### src/hdl/qbavt_pkg.sv
// Shared types, constants and helper functions of the quad batch vertex transform.
package qbavt_pkg;

  localparam int unsigned CordicSteps = 17;
  localparam logic signed [31:0] Deg360 = 32'sd23592960;
  localparam logic signed [31:0] Deg180 = 32'sd11796480;
  localparam logic signed [31:0] Deg90 = 32'sd5898240;
  localparam logic signed [31:0] HalfQ = 32'sd32768;
  localparam logic signed [31:0] CordicInit = 32'sd652032874;

  localparam logic [2:0] RegOffsetX = 3'd0;
  localparam logic [2:0] RegOffsetY = 3'd1;
  localparam logic [2:0] RegScaleW = 3'd2;
  localparam logic [2:0] RegScaleH = 3'd3;
  localparam logic [2:0] RegAngle = 3'd4;

  localparam logic [5:0] UnitU = 6'b001110;
  localparam logic [5:0] UnitW = 6'b011100;

  typedef logic signed [31:0] q_t;

  typedef struct packed {
    q_t qx;
    q_t qy;
    q_t qw;
    q_t qh;
    q_t qa;
    q_t s0;
    q_t s1;
    q_t t0;
    q_t t1;
    logic last;
    logic keep;
  } quad_t;

  function automatic logic signed [22:0] atan_deg(input logic [4:0] i);
    case (i)
      5'd0: atan_deg = 23'sd2949120;
      5'd1: atan_deg = 23'sd1740967;
      5'd2: atan_deg = 23'sd919879;
      5'd3: atan_deg = 23'sd466945;
      5'd4: atan_deg = 23'sd234379;
      5'd5: atan_deg = 23'sd117304;
      5'd6: atan_deg = 23'sd58666;
      5'd7: atan_deg = 23'sd29335;
      5'd8: atan_deg = 23'sd14668;
      5'd9: atan_deg = 23'sd7334;
      5'd10: atan_deg = 23'sd3667;
      5'd11: atan_deg = 23'sd1833;
      5'd12: atan_deg = 23'sd917;
      5'd13: atan_deg = 23'sd458;
      5'd14: atan_deg = 23'sd229;
      5'd15: atan_deg = 23'sd115;
      5'd16: atan_deg = 23'sd57;
      default: atan_deg = 23'sd0;
    endcase
  endfunction

  function automatic q_t sat32(input logic signed [35:0] v);
    if (v > 36'sd2147483647) sat32 = 32'sh7fffffff;
    else if (v < -36'sd2147483648) sat32 = 32'sh80000000;
    else sat32 = v[31:0];
  endfunction

  // Product of two Q16.16 values with round half up.
  function automatic logic signed [35:0] qmul(input logic signed [33:0] a,
                                              input logic signed [33:0] b);
    logic signed [67:0] p;
    p = a * b + 68'sd32768;
    qmul = p[51:16];
  endfunction

  // Rounded product of two full-range Q16.16 values, saturated to 32 bits.
  function automatic q_t qscale(input q_t a, input q_t b);
    logic signed [63:0] p;
    logic signed [47:0] r;
    p = a * b + 64'sd32768;
    r = p[63:16];
    if (r > 48'sd2147483647) qscale = 32'sh7fffffff;
    else if (r < -48'sd2147483648) qscale = 32'sh80000000;
    else qscale = r[31:0];
  endfunction

endpackage

### src/hdl/qbavt_front.sv
// Front end: accepts quads, applies the capacity check and queues them.
module qbavt_front
  import qbavt_pkg::*;
#(
  parameter int MaxQuads = 8
) (
  input  logic  clk,
  input  logic  rst,
  input  logic  push,
  output logic  full,
  input  quad_t in_quad,
  output logic  q_valid,
  output quad_t q_data,
  input  logic  q_pop
);
  localparam int CntW = $clog2(MaxQuads + 1);

  quad_t buf0;
  quad_t buf1;
  logic [1:0] fill;
  logic [CntW-1:0] count;
  logic take;
  quad_t tagged_quad;

  assign full = (fill == 2'd2);
  assign take = push && !full;
  assign q_valid = (fill != 2'd0);
  assign q_data = buf0;

  always_comb begin
    tagged_quad = in_quad;
    tagged_quad.keep = (count < CntW'(MaxQuads));
  end

  always_ff @(posedge clk) begin
    if (rst) begin
      fill <= '0;
      count <= '0;
    end else begin
      if (take) begin
        if (in_quad.last) count <= '0;
        else if (count < CntW'(MaxQuads)) count <= count + 1'b1;
      end
      case ({take, q_pop && q_valid})
        2'b10: fill <= fill + 2'd1;
        2'b01: fill <= fill - 2'd1;
        default: fill <= fill;
      endcase
    end
  end

  always_ff @(posedge clk) begin
    if (q_pop && q_valid) begin
      buf0 <= buf1;
      if (take && fill == 2'd1) buf0 <= tagged_quad;
      if (take && fill == 2'd2) buf1 <= tagged_quad;
    end else if (take) begin
      if (fill == 2'd0) buf0 <= tagged_quad;
      else buf1 <= tagged_quad;
    end
  end
endmodule

### config.mk
export PLATFORM = sky130hd
export DESIGN_NAME = qbavt_front
export DESIGN_NICKNAME = d
export VERILOG_FILES = /design/src/hdl/qbavt_pkg.sv /design/src/hdl/qbavt_front.sv
export SDC_FILE = /design/constraint.sdc
export NUM_CORES = 1
export LEC_CHECK = 0
export ABC_AREA = 1
export ABC_CLOCK_PERIOD_IN_PS = 67200
export BUFFER_PORTS_ARGS = -buffer_cell sky130_fd_sc_hd__buf_2
export CORE_AREA = 2 2 254 256
export CTS_BUF_LIST = sky130_fd_sc_hd__clkbuf_16
export CTS_CLUSTER_SIZE = 12
export DETAILED_ROUTE_END_ITERATION = 16
export DIE_AREA = 0 0 256 258
export SLEW_MARGIN = 20
export SYNTH_ARGS = -nofsm -noshare
export SYNTH_HDL_FRONTEND = slang
export SYNTH_SLANG_ARGS = --single-unit
export TNS_END_PERCENT = 10
### constraint.sdc
create_clock -name clk -period 67.2 [get_ports clk]
set_clock_uncertainty 0.1 [all_clocks]
set_input_delay 3.36 -clock clk [delete_from_list [all_inputs] [get_ports clk]]
set_output_delay 3.36 -clock clk [all_outputs]
set_load 0.01 [all_outputs]
==> results.json <==
{
  "synthArstFlopShare_pct": 0,
  "postRouteAntennaNets": 0,
  "synthAdderAreaFrac_pct": 0.3420,
  "die_y_um": 258,
  "yosys_warnings": 0,
  "timing.rr.start": "fill[0]",
  "synth_top_area_share_pct": 79.34,
  "synth.avg_cell_area_um2": 13.69,
  "gp_congestion": 0.8502,
  "max-slew-margin-rel_pct": 17.01,
  "critPathArrivalTime_ps": 6890,
  "die_w_um": 256,
  "routed_wl_um": 57540,
  "holdPathStages": 2,
  "ff2ff_path_depth": 9,
  "power.density_nw_per_um2": 44.78,
  "switching_share_pct": 32.79,
  "ys.flop_type": "edfxtp_1",
  "cts_buffer_depth": 3,
  "io_pins": 586,
  "ctsHoldBuffers": 0,
  "area_delta_synth_final_pct": 25.90,
  "vias": 14770,
  "htreeDepth": 3,
  "synthMuxAreaShare_pct": 0,
  "p_int_w": 0.0008318,
  "io_buffer_count": 584,
  "worstMarginPinSlew_ps": 1245,
  "max_freq_mhz": 152.0,
  "synth_common_cells": "nand2_1, edfxtp_1, nand3_1",
  "drive_gt1_share_pct": 30.96,
  "finalSetupViolCount": 0,
  "wl_per_cell_um": 18.65,
  "pwr-share-seq_pct": 46.6,
  "syn_area_um2": 21950,
  "drv_cap": 0,
  "synthMostInstantiatedCell": "nand2_1",
  "cellLeakagePower_nw": 11.58,
  "cts_tree": "built",
  "ys_types": 22,
  "clockPowerShare_pct": 26.9,
  "fin_crit_ps": 6577,
  "numCtsBuffers": 66,
  "synth_cells": 1603,
  "grt_antenna_before_repair": 15,
  "core_area_um2": 63650,
  "nets": 2474,
  "final-hold-violation-count": 0,
  "setup_ws_ps": 60620,
  "synth_compound_area_share_pct": 0.1824,
  "criticalPathCategory": "in -> reg",
  "critPathLaunchType": "primary input",
  "initial_core_util_pct": 34.49,
  "min_from": "count[0]",
  "yosys.area.top_type": "edfxtp_1",
  "power.total_w": 0.001238,
  "drt_iter0_drc": 1249,
  "synth_nets": 1903,
  "r2r_slack_ps": 62800,
  "overflow": 0,
  "clkLatencyLatePin_ps": 590,
  "rsz0062_at_grt": "no",
  "synth_top_family_by_area": "simple AND/OR/NAND/NOR gates",
  "cts.sinks": 586,
  "power.switching_w": 0.0004057,
  "cts-resized-gates": 0,
  "hp-class": "reg -> reg",
  "synth_area_leaders": "edfxtp_1, nand2_1, nand3_1",
  "track_usage_pct": 16.79,
  "cts.root.buffer_cell": "clkbuf_16",
  "drcViolationCount": 0,
  "fin_tns_setup_ps": 0,
  "path_clk_slew_ps": 50,
  "synthXorXnorAreaFrac_pct": 0.03990,
  "pwr-share-comb_pct": 26.5,
  "ys_seq_elements": 586,
  "crit_required_ps": 67520,
  "ir_worst_vdd_mv": 0.04033,
  "dr.pass1.iters": 6,
  "post_cts_buffers": 0,
  "grt_pass1_vias": 14570,
  "dieArea_um2": 66050,
  "via_per_inst": 4.785,
  "ys_seq_area_share_pct": 79.89,
  "status": "finished, final reports clean",
  "dpl.hpwl_um": 35770,
  "rows": 93,
  "dp_worst_setup_slack_ps": 59680,
  "synth_simple_gate_area_share_pct": 17.01,
  "grt_max_degree": 159,
  "grt_pass1_wl_um": 86680,
  "placed_area_um2": 25620,
  "final_area_um2": 27640,
  "crit_fanout": 125,
  "slew_violations": 0,
  "post-route-period-util_pct": 9.787,
  "fin_util_pct": 43.42,
  "hold_end": "count[0]",
  "crit_path_end_kind": "flop",
  "r2r-end": "q_data[259]",
  "synth_enable_flop_cells": 580
}
-- power by group through the flow --
stage | Clock (W) | Combinational, W | Sequential, W
floorplan | 0 | 0.000144 | 0.000727
global placement | 0 | 0.000330 | 0.000581
detailed placement | 0 | 0.000333 | 0.000584
CTS | 0.000342 | 0.000334 | 0.000578
global route | 0.000355 | 0.000359 | 0.000586
finish | 0.000333 | 0.000328 | 0.000577
-- worst max-delay path, cell delays in order --
cell     delay (ps)
buf_2           100
inv_2            40
nor2_4          220
nand2_8         500
nand2_4         840
buf_6           650
buf_4           630
nand2_1         100
nand2_1         160
-- cells by family after synthesis --
group,after synthesis
compound gates,8
xor+xnor,1
fa+ha+maj,6
buf+inv,111
flops,586
simple gates,891
-- stage by stage --
stage          instances  hold WS, ps
5_1_grt             3082        408.4
3_3_place_gp        2961        366.3
4_1_cts             3074        403.1
3_5_place_dp        2961        393.8
6_report            3086        402.7
2_1_floorplan       1603        350.2
-- layer usage --
metal | GRT usage (%) | wire length [um]
met1 | 20.45 | 22680
met2 | 27.61 | 28190
met3 | 5.713 | 4863
met4 | 6.481 | 1737
met5 | 0 | 69
-- sequential cells by signal, indices dropped and copies added, names as in the netlist --
| name | flops |
|---|---|
| buf1 | 290 |
| q_data | 290 |
| count | 4 |
| fill | 2 |
-- worst max-delay path by stage --
stage,start,endpoint,slack [ps],depth (start not counted)
CTS,push,q_data[256],60330,9
finish,push,q_data[259],60620,9
global route,push,q_data[256],60360,9
global placement,push,q_data[259],59740,9
detailed placement,push,q_data[256],59680,9
floorplan,push,q_data[0],41940,4
-- area by class of cell --
class                      instances  area [um^2]
fill                            5942        36010
clock inverter                    46        299.0
antenna                           12        30.03
timing repair buffer             599         3068
clock buffer                      67         1677
inverter                          15        56.30
sequential                       586        17540
tap                              855         1070
multi-input combinational        906         3900
-- layout by cell type, fill, tap and decap left out, types with 3 or more instances in the layout --
cell / n
inv_1: 30
buf_4: 11
clkinv_8: 4
buf_2: 584
clkbuf_16: 67
nor2_1: 3
nand3_1: 293
clkinv_2: 4
edfxtp_1: 580
dfxtp_1: 6
a21oi_1: 5
ha_1: 6
clkinv_1: 16
nand2_1: 587
diode_2: 12
No activity file was read; power rests on OpenSTA's default activity.
